==> src/design/ppls_queue.sv <==
// two-entry queue between the front end and the table engine
// no dependencies
module ppls_queue #(
    parameter int W = 76
) (
    input  logic         i_clk,
    input  logic         i_rst_n,
    input  logic         i_valid,
    output logic         o_ready,
    input  logic [W-1:0] i_data,
    output logic         o_valid,
    input  logic         i_ready,
    output logic [W-1:0] o_data
);

    logic [W-1:0] r_mem [2];
    logic         r_wptr;
    logic         r_rptr;
    logic [1:0]   r_count;
    logic         push;
    logic         pop;

    assign o_ready = (r_count != 2'd2);
    assign o_valid = (r_count != 2'd0);
    assign o_data  = r_mem[r_rptr];
    assign push    = i_valid && o_ready;
    assign pop     = o_valid && i_ready;

    always_ff @(posedge i_clk) begin
        if (!i_rst_n) begin
            r_wptr  <= 1'b0;
            r_rptr  <= 1'b0;
            r_count <= 2'd0;
        end else begin
            if (push) begin
                r_wptr <= ~r_wptr;
            end
            if (pop) begin
                r_rptr <= ~r_rptr;
            end
            unique case ({push, pop})
                2'b10:   r_count <= r_count + 2'd1;
                2'b01:   r_count <= r_count - 2'd1;
                default: r_count <= r_count;
            endcase
        end
    end

    always_ff @(posedge i_clk) begin
        if (push) begin
            r_mem[r_wptr] <= i_data;
        end
    end

endmodule

==> config.mk <==
export PLATFORM = sky130hd
export DESIGN_NAME = ppls_queue
export DESIGN_NICKNAME = d
export VERILOG_FILES = /design/src/design/ppls_queue.sv
export SDC_FILE = /design/constraint.sdc
export NUM_CORES = 1
export LEC_CHECK = 0
export BUFFER_PORTS_ARGS = -buffer_cell sky130_fd_sc_hd__buf_2
export CORE_MARGIN = 2
export CORE_UTILIZATION = 39
export CTS_BUF_LIST = sky130_fd_sc_hd__clkbuf_16
export CTS_CLUSTER_SIZE = 12
export DETAILED_ROUTE_END_ITERATION = 16
export SLEW_MARGIN = 20
export SYNTH_ARGS = -nofsm -noshare
export SYNTH_HDL_FRONTEND = slang
export SYNTH_SLANG_ARGS = --single-unit
==> constraint.sdc <==
create_clock -name i_clk -period 7.4 [get_ports i_clk]
set_input_delay 0.74 -clock i_clk [delete_from_list [all_inputs] [get_ports i_clk]]
set_output_delay 0.74 -clock i_clk [all_outputs]
set_load 0.03 [all_outputs]
* Word level (Yosys, flattened, before mapping)
Memory sizes are Yosys's and may differ from the RTL's. A register that Yosys moved wholly into a read port is not among the register bits. Index checks and enable logic that the tools add are counted.
Operators by class: $add $sub $neg 2, equality and inequality tests 3, muxes and demuxes 5, bitwise logic cells 2, reduce and logical (&&, ||, !) cells 4
Operators by type and width (count):
- two-way mux 1 bit | 4
- case mux 2 bit (2 select lines) | 1
- nonzero test 2 bit | 2
- adder 2 x 1 -> 2 bit, second input constant | 1
- == test 2 x 1 -> 1 bit, second input constant | 1
- == test 2 bit, second input constant | 1
- logical AND 1 bit | 2
- inequality test 2 bit, second input constant | 1
- inverter 1 bit | 2
- subtractor 2 x 1 -> 2 bit, second input constant | 1
Storage, ports and cells: bits in registers 4, memory bits (writable) 152, input bits 80, output and inout bits 78, logic and storage cells 20, memories 1
Memories:
- r_mem | words 2, bits a word 76, rd ports 1, clocked after memory_dff 1, wr ports 1, line 16 | logic [W-1:0] r_mem [2];

* Depth between registers and ports, before layout
word-level depth 4, mapped depth 6

* Worst setup path before layout
OpenSTA, ideal clock, no wires.
path kind register to register, start register r_count[0], end memory r_mem[1][0], enable pin, arrival 2.653 ns, required time 6.957 ns, path slack 4.304 ns, cell stages (with the launch flop) 3, cells stage by stage dfxtp_1 -> nand2b_1 -> and3_1
Between the ends: word-level cells in the longest chain between the ends 4
Ends and longest elaborated chain:
- start, declared | line 19 | logic [1:0] r_count;
- start signal, assigned | line 42 | 2'b10: r_count <= r_count + 2'd1;
- start signal, assigned | line 43 | 2'b01: r_count <= r_count - 2'd1;
- start signal, assigned | line 44 | default: r_count <= r_count;
- inequality test 2 bit | line 23 | assign o_ready = (r_count != 2'd2);
- named net o_ready | line 9 | output logic o_ready,
- logical AND 1 bit | line 26 | assign push = i_valid && o_ready;
- two-way mux 1 bit | line 50 | if (push) begin
- two-way mux 1 bit (not written as such) | line 51 | r_mem[r_wptr] <= i_data;
- end, declared | line 16
The timed path passes the listed nets, and every way through them passes these cells.

==> flow_summary.json <==
{
  "outcome": "completed",
  "die-area_um2": 15610,
  "crit_required_ns": 6.66,
  "arrival_ns": 2.12,
  "ys_seq_area_frac": 0.8175,
  "peakVddDrop_v": 0.0002496,
  "rows": 44,
  "synth_top_family_by_area": "multiplexers",
  "fin_skew_ns": 0.004187,
  "antenna_cells": 0,
  "ios": 158,
  "max_freq_mhz": 350.1,
  "synth_warnings": 0,
  "post_cts_buffers": 0,
  "cp_max_fo": 76,
  "placedCellCount": 595,
  "drt-vias-per-instance": 4.713,
  "syn_area_um2": 5705,
  "avgSynthCellArea_um2": 21.94,
  "final_common_cell": "buf_2",
  "drtIter0Drc": 154,
  "fin_util": 0.5029,
  "drcViolationCount": 0,
  "htreeDepth": 4,
  "synthXorXnorAreaFrac": 0.004605,
  "tns_ns": 0,
  "insertion_delay_ns": 0.41,
  "initial_utilization": 0.3956,
  "synth_compound_area_frac": 0.006579,
  "die_w_um": 125.0,
  "rsz0062_at_grt": "false",
  "drtAntennaViolNets": 0,
  "wl_per_cell_um": 16.11,
  "drt_first_pass_iters": 6,
  "setup_viol": 0,
  "grt_remaining_overflow": 0,
  "worstSetupPathType": "reg -> out",
  "syn_inst": 260,
  "gp_congestion": 0.6721,
  "finalMaxSlewViolations": 0,
  "dp_hpwl_mm": 6.223,
  "synth_seq_cells": 157,
  "synthMuxAreaShare": 0.1500,
  "root_buffer": "clkbuf_16",
  "die_y_um": 125.0,
  "tightest_slew_ns": 1.046,
  "yosysUniqueCellTypes": 21,
  "synth_simple_gate_area_frac": 0.009649,
  "cpPeakStageDelay_ns": 1.02,
  "path_cells": "mux2_2, buf_2",
  "nets": 511,
  "cts_resized": 0,
  "core_area_um2": 14420,
  "grt_pass1_wl_mm": 15.69,
  "drv_cap": 0,
  "hp-class": "in -> reg",
  "cts_made_buffers": 17,
  "cts_sinks": 157,
  "synthAdderAreaFrac": 0.002193,
  "mostFrequentLayoutCells": "buf_2 (157), edfxtp_1 (152), mux2_2 (76)",
  "clk_pin_slew_worst_paths_ns": 0.06,
  "grt_usage": 0.1330,
  "fin_crit_sh": 0.3859,
  "p_per_area_nw_per_um2": 388.4,
  "worstSetupStartpointType": "flip-flop",
  "syn_to_final_growth_pct": 27.13,
  "fin_crit_ns": 2.856,
  "cpMaxStageDelayCell": "dfxtp_4",
  "cts.path.max_buffers": 2,
  "p_leak_nw": 2.692,
  "via_count": 2955,
  "portBuffers": 157,
  "routed_wl_mm": 10.10,
  "ctsHoldBuffers": 0,
  "grt_pass1_vias": 3166,
  "stdcell_count": 627,
  "grt_max_degree": 77,
  "drive_gt1_frac": 0.6050,
  "holdWs_ns": 0.5129,
  "cts_tree": "built",
  "synth.net_count": 341,
  "crit_path_end_kind": "output port",
  "finalHoldViolCount": 0,
  "slew-limit-headroom": 0.3027,
  "antenna_found_initial": 0
}
-- critical path: cells and delay by family (launching register included) --
kind / cells / cell delay [ns]
multiplexers: 1 / 0.43
buffers and inverters: 1 / 0.18
flip-flops: 1 / 1.02
-- cell families (layout without fill, tap and decap cells) --
kind of cell	after synthesis	after routing
simple gates	9	9
xor+xnor	3	3
mux	76	76
fa+ha+maj	1	1
flops	157	157
buf+inv	9	192
compound gates	5	5
-- stage by stage --
| stage | power [W] | setup slack, ns | area (um2) |
|---|---|---|---|
| floorplan | 0.001814 | 4.304 | 5705 |
| global placement | 0.002029 | 4.922 | 6696 |
| detailed placement | 0.002040 | 4.880 | 6696 |
| CTS | 0.002857 | 4.476 | 7253 |
| global route | 0.002944 | 4.401 | 7253 |
| finish | 0.002817 | 4.544 | 7253 |
-- power by group --
group,switching (W),internal (W)
Sequential,0.0000919,0.00112
Clock,0.000322,0.000488
Combinational,0.000498,0.000293
-- layer usage --
metal	part of all wire	wire length, um	global-route usage
met5	0	0	0
met4	0.014	143	0.04902
met3	0.091	915	0.06932
met2	0.49	4916	0.2134
met1	0.41	4124	0.1531
-- registers in the layout, summed over array words and instances (netlist names), named ones only --
name     flops
r_mem      152
r_count      2
r_rptr       1
r_wptr       1
-- Yosys cell counts --
cell	instances	share of area
or3_1	1	0.0011
a21boi_0	1	0.0013
a21boi_1	1	0.0013
buf_2	4	0.0035
buf_4	4	0.0053
o21a_1	1	0.0013
dfxtp_1	5	0.018
inv_1	1	0.00066
ha_1	1	0.0022
or2_2	1	0.0011
o21ai_0	1	0.00088
xnor2_1	3	0.0046
and2_1	1	0.0011
nor2b_1	2	0.0022
and3_1	1	0.0011
nand2_1	1	0.00066
nand3b_1	1	0.0013
a21bo_2	1	0.0018
edfxtp_1	152	0.80
nand2b_1	1	0.0011
mux2_2	76	0.15
-- area by class of cell --
| class | instances | area (um2) |
|---|---|---|
| flip-flops and latches | 157 | 4668 |
| clock inverters | 15 | 131.4 |
| inverters | 1 | 5.005 |
| well taps | 184 | 230.2 |
| repair buffers | 159 | 800.8 |
| multi-input cells | 94 | 992.2 |
| fillers | 1217 | 7171 |
| clock buffers | 17 | 425.4 |
-- worst paths after layout --
path | slack [ns] | depth (start not counted) | from | endpoint
worst max register to register | 5.11 | 4 | r_count[0] | r_mem[0][64]
worst min-delay path | 0.51 | 1 | i_data[21] | r_mem[1][21]
worst min register to register | 0.54 | 2 | r_count[1] | r_count[1]
worst max-delay path | 4.54 | 2 | flip-flop | o_data[32]
Note: power is estimated with default switching activity, not from simulation.
