--- src/design/ppls_pkg.sv ---
// shared types and constants for the per-port latency statistics block
// no dependencies
package ppls_pkg;

    localparam int PORT_W = 11;
    localparam int TIME_W = 48;
    localparam int LAT_W  = 64;
    localparam int STAT_W = 4 * LAT_W;

    typedef enum logic {
        CMD_RECORD = 1'b0,
        CMD_READ   = 1'b1
    } t_cmd;

    // first member sits in the top bits, so max lands in the lowest bits
    typedef struct packed {
        logic [LAT_W-1:0] lat_sum;
        logic [LAT_W-1:0] sample_count;
        logic [LAT_W-1:0] lat_min;
        logic [LAT_W-1:0] lat_max;
    } t_stats;

endpackage

--- src/design/ppls_front.sv ---
// front end: accepts requests, maps the port to a bucket, works out latency
// depends on ppls_pkg
module ppls_front
    import ppls_pkg::*;
#(
    parameter int PORTS = 1024,
    parameter int AW    = 11,
    parameter int QW    = 1 + AW + LAT_W
) (
    input  logic              i_valid,
    output logic              o_ready,
    input  logic              i_cmd,
    input  logic [PORT_W-1:0] i_port,
    input  logic [TIME_W-1:0] i_current_time,
    input  logic [LAT_W-1:0]  i_prior_time,
    input  logic              i_clearing,
    input  logic              i_q_ready,
    output logic              o_q_valid,
    output logic [QW-1:0]     o_q_data
);

    logic [PORT_W:0]  port_ext;
    logic [AW-1:0]    bucket;
    logic [LAT_W-1:0] latency;

    assign port_ext = {1'b0, i_port};

    // anything at or above PORTS goes to the reserved bucket
    always_comb begin
        if (port_ext >= (PORT_W+1)'(PORTS)) begin
            bucket = AW'(PORTS);
        end else begin
            bucket = AW'(port_ext);
        end
    end

    assign latency = {{(LAT_W-TIME_W){1'b0}}, i_current_time} - i_prior_time;

    assign o_ready   = i_q_ready && !i_clearing;
    assign o_q_valid = i_valid && !i_clearing;
    assign o_q_data  = {latency, bucket, i_cmd};

endmodule

--- config.mk ---
export PLATFORM = sky130hd
export DESIGN_NAME = ppls_front
export DESIGN_NICKNAME = d
export VERILOG_FILES = /design/src/design/ppls_pkg.sv /design/src/design/ppls_front.sv
export SDC_FILE = /design/constraint.sdc
export NUM_CORES = 1
export LEC_CHECK = 0
export ABC_CLOCK_PERIOD_IN_PS = 4150
export BUFFER_PORTS_ARGS = -buffer_cell sky130_fd_sc_hd__buf_4
export CAP_MARGIN = 10
export CORE_UTILIZATION = 47
export DETAILED_ROUTE_END_ITERATION = 16
export PLACE_DENSITY = 0.86
export REMOVE_ABC_BUFFERS = 1
export SYNTH_ARGS = -nofsm -noshare
export SYNTH_HDL_FRONTEND = slang
export SYNTH_SLANG_ARGS = --single-unit
--- constraint.sdc ---
create_clock -name vclk -period 4.15
set_input_delay 0.6225 -clock vclk [all_inputs]
set_output_delay 0.6225 -clock vclk [all_outputs]
set_load 0.01 [all_outputs]
## After elaboration in Yosys (flattened, before gate mapping)

Cells that the tools add are included.

| cells by class | value |
|---|---|
| $lt $le $gt $ge | 1 |
| reduce and logical (&&, ||, !) cells | 3 |
| mux-type cells | 1 |
| $add $sub $neg | 1 |

Operator list:

| kind | number |
|---|---|
| subtractor 48 x 64 -> 64 bit | 1 |
| greater-or-equal comparator 11 bit (second input constant) | 1 |
| 2-to-1 mux 11 bit | 1 |
| logical AND 1 bit | 2 |
| logical NOT 1 bit | 1 |

| storage, ports and cells | value |
|---|---|
| register bits after elaboration | 0 |

## Logic depth before layout (Yosys ltp)

| depth | value |
|---|---|
| depth in word-level cells | 2 |
| gate-level depth with buffers | 12 |

## Least setup slack after synthesis

OpenSTA, ideal clock, no wires.

| path | value |
|---|---|
| path type | input -> output |
| start point | input i_prior_time[44] |
| end point | output o_q_data[74] |
| stages on the path | 11 |
| path slack | 0.484 ns |
| arrival time | 3.044 ns |
| buffers on the path | 1 |
| path through | inv_1 > ha_1 > buf_2 > and3_1 > nand2_1 > or3_1 > or4_1 > a21oi_2 > o311ai_4 > a2111oi_2 > xnor2_1 |

| on the way | value |
|---|---|
| cells in the longest elaborated chain, start to end | 1 |

RTL lines:

| element | RTL line | text |
|---|---|---|
| start, declared | ppls_front.sv:15 | `input logic [LAT_W-1:0] i_prior_time,` |
| subtractor 48 x 64 -> 64 bit | ppls_front.sv:37 | `assign latency = {{(LAT_W-TIME_W){1'b0}}, i_current_time} - i_prior_time;` |
| end, declared | ppls_front.sv:19 | `output logic [QW-1:0] o_q_data` |

No other way between the ends.

## Worst setup path in the final report

| path | value |
|---|---|
| start point | input i_current_time[0] |
| end point | output o_q_data[74] |

| on the way | value |
|---|---|
| cells in the longest elaborated chain, start to end | 1 |

RTL lines:

| element | RTL line | text |
|---|---|---|
| start, declared | ppls_front.sv:14 | `input logic [TIME_W-1:0] i_current_time,` |
| subtractor 48 x 64 -> 64 bit | ppls_front.sv:37 |  |

No other way between the ends.

==> flow_metrics.py <==
metrics = {
    "status": {
        "status": "completed",
    },
    "synthesis": {
        "ys_types": 56,
        "yosys.area_share.simple": 0.2357,
        "synth_compound_area_frac": 0.3491,
        "avgSynthCellArea_sq_um": 6.627,
        "synth_top_family_by_area": "compound AO/OA/AOI/OAI gates",
        "synth_xor_area_frac": 0.1466,
        "ys_seq_area_frac": 0,
        "syn_area_sq_mm": 0.003466,
        "synthCells": 523,
        "synth_mux_area_frac": 0.002888,
        "ys.warnings.count": 0,
        "synthAdderAreaFrac": 0.1791,
    },
    "worst_hold_path": {
        "min_path_cells": 0,
        "hp-class": "input pin to output port",
        "hold_end": "o_q_data[0]",
        "holdCritStartpoint": "i_cmd",
    },
    "grt": {
        "grt_pass1_vias": 4421,
        "grt_max_degree": 13,
        "grt_usage": 0.2935,
        "overflow": 0,
        "grt_pass1_wl_microns": 18640,
        "antenna_found_initial": 0,
    },
    "placement": {
        "hpwl_microns": 10290,
        "port-buffer-count": 203,
        "place_ws_ps": 185.1,
        "finalWeightedCongestion": 0.9693,
        "placed_area_sq_mm": 0.005136,
    },
    "cells_and_area": {
        "syn_to_final_growth_pct": 48.59,
        "final_nets": 899,
        "seq_area_sq_um": 0,
        "clkbuf_count": 0,
        "drive_gt1_frac": 0.3135,
        "post-route-util": 0.7416,
        "finalInstanceArea_sq_mm": 0.005150,
        "num_antenna_cells": 0,
        "seq_cell_count": 0,
    },
    "route": {
        "ant_nets": 0,
        "drc": 0,
        "drt-initial-drc-count": 278,
        "finalWirelength_microns": 11870,
        "avgRoutedWirePerCell_microns": 14.52,
        "vias": 4631,
        "viasPerCell": 5.668,
        "drt_pass1_iterations": 5,
    },
    "timing": {
        "fin_ws_ps": 166.9,
        "final_hold_viol_count": 0,
        "setup_viol": 0,
        "max_freq_mhz": 251.1,
        "rsz0062_at_grt": "yes",
        "slew_headroom": 0.4407,
        "fin_crit_sh": 0.9598,
        "slew_viol_final": 0,
        "tightest_slew_ps": 838.9,
        "layout_min_cycle_time_ps": 3983,
    },
    "power_and_ir_drop": {
        "internal_power_mw": 0.4440,
        "pwr-share-clk": 0,
        "p_comb_frac": 1.000,
        "switching_share": 0.5008,
        "power.density_mw_per_mm2": 172.7,
        "ir_drop_uv": 119.0,
        "p_seq_frac": 0,
        "p_leak_nw": 2.657,
        "p_sw_mw": 0.4454,
    },
    "die": {
        "coreArea_sq_mm": 0.006944,
        "dieArea_sq_mm": 0.007721,
        "rows": 30,
        "ioPinCount": 205,
        "die_w_microns": 87.87,
        "die_h_microns": 87.87,
        "initial_core_util": 0.4991,
    },
    "worst_setup_path": {
        "crit_fanout": 8,
        "worstPathArrival_ps": 3360,
        "end_kind": "output port",
        "path_class": "input pin to output port",
        "critPathRequiredTime_ps": 3530,
        "cp-start-kind": "input pin",
    },
    "clocking": {
        "cts_setup_buffers": 0,
    },
    "run": {
        "max_cap_violations": 0,
    },
}
cell usage in the layout (no fill, tap or decap), types with 3 or more instances in the layout:
master | netlist | final
o21ai_1 | 13 | 13
o21a_1 | 7 | 7
nor2_1 | 25 | 25
inv_1 | 58 | 58
xnor2_1 | 44 | 44
a211oi_1 | 7 | 7
a21o_1 | 30 | 30
or3_1 | 5 | 5
nor3_1 | 12 | 12
nand2_1 | 40 | 40
ha_1 | 48 | 48
nand4_1 | 9 | 9
o21ai_0 | 14 | 14
nand2b_1 | 6 | 6
a221o_1 | 3 | 3
o211ai_1 | 4 | 4
a311oi_1 | 6 | 6
nand3_1 | 13 | 13
nand3b_1 | 3 | 3
nor2b_1 | 21 | 21
a31oi_1 | 10 | 10
and3_1 | 6 | 6
xor2_1 | 14 | 14
a2111oi_0 | 4 | 3
a21oi_1 | 55 | 55
and4_1 | 4 | 4
o21bai_1 | 5 | 5
or4_1 | 5 | 5
buf_4 | 1 | 217
synthesized netlist by cell type, types with 2 or more instances:
master | count | area, sq um
o211ai_1 | 4 | 30.03
a21o_1 | 30 | 225.2
a22oi_1 | 2 | 15.01
nor3_1 | 12 | 60.06
inv_1 | 58 | 217.7
a21oi_1 | 55 | 275.3
a211oi_1 | 7 | 52.55
a311oi_1 | 6 | 52.55
nor4_1 | 2 | 12.51
a31oi_1 | 10 | 62.56
o21bai_1 | 5 | 37.54
a221o_1 | 3 | 30.03
nand3b_1 | 3 | 22.52
nand2_1 | 40 | 150.1
a2111oi_2 | 3 | 45.04
or3_1 | 5 | 31.28
nand3_1 | 13 | 65.06
clkbuf_1 | 15 | 56.30
and3_1 | 6 | 37.54
a2111oi_0 | 4 | 35.03
and4_1 | 4 | 35.03
xor2_1 | 14 | 122.6
ha_1 | 48 | 600.6
o21ai_0 | 14 | 70.07
o21a_1 | 7 | 52.55
or2_1 | 2 | 12.51
nor2_1 | 25 | 93.84
buf_2 | 3 | 15.01
a31o_1 | 2 | 17.52
nand4_1 | 9 | 56.30
and2_1 | 2 | 12.51
o21ai_1 | 13 | 65.06
nor2b_1 | 21 | 131.4
nand2b_1 | 6 | 37.54
or4_1 | 5 | 37.54
o2111ai_1 | 2 | 17.52
xnor2_1 | 44 | 385.4
kinds of logic after synthesis:
logic type,after synthesis
buffers and inverters,78
xor gates and xnor gates,58
AOI/OAI and AO/OA,179
adders and majority gates,49
and+or+nand+nor,158
muxes,1
power groups by stage:
stage / Clock [mW] / Combinational, mW / Sequential (mW)
after floorplan: 0 / 0.481 / 0
after global placement: 0 / 0.864 / 0
after detailed placement: 0 / 0.876 / 0
after CTS: 0 / 0.882 / 0
after global routing: 0 / 0.964 / 0
final: 0 / 0.889 / 0
layer usage:
| metal | track usage | vias up | routed length, microns |
|---|---|---|---|
| met5 | 0 | - | 0 |
| met4 | 0.09091 | 0 | 327 |
| met3 | 0.02828 | 32 | 1003 |
| met2 | 0.5638 | 247 | 5971 |
| met1 | 0.3376 | 2072 | 4563 |
| li1 | - | 2280 | - |
critical path, stage by stage:
cell       delay (ps)
buf_4              80
inv_1              30
ha_1              220
fa_1              420
nand2b_1          190
a21oi_1           240
o21ba_2           230
o211ai_1          160
a21oi_2           230
o311ai_4          190
a2111oi_2         440
xnor2_1           160
buf_4             140
cell type report:
cell class / count / area [sq um]
Inverter: 59 / 221.5
Multi-Input combinational cell: 445 / 3179
Timing Repair Buffer: 217 / 1629
Fill cell: 604 / 1794
Tap cell: 96 / 120.1
per-stage QoR:
| stage | power (mW) | TNS [ps] | hold WS (ps) | instances |
|---|---|---|---|---|
| 2_1_floorplan | 0.4809 | 0 | 1245 | 504 |
| 3_3_place_gp | 0.8641 | 0 | 1245 | 817 |
| 3_5_place_dp | 0.8763 | 0 | 1245 | 817 |
| 4_1_cts | 0.8819 | 0 | 1245 | 817 |
| 5_1_grt | 0.9639 | -8.320 | 1245 | 817 |
| 6_report | 0.8894 | 0 | 1245 | 817 |
worst max-delay path by stage:
stage / cells after the start / slack, ps / from / to
finish: 13 / 170 / i_current_time[0] / o_q_data[74]
global route: 12 / -8 / i_prior_time[45] / o_q_data[74]
CTS: 13 / 170 / i_current_time[0] / o_q_data[64]
detailed placement: 13 / 190 / i_current_time[0] / o_q_data[64]
global placement: 11 / 250 / i_current_time[45] / o_q_data[74]
floorplan: 10 / 490 / i_prior_time[44] / o_q_data[74]
what timing repair did:
action                                 4_1_cts  5_1_grt
hold buffers                                 0        0
endpoints found under the hold margin        0        0
setup endpoints to repair                    0        2
gates resized for setup                      0        2
Power figures use the tool's default switching activity.
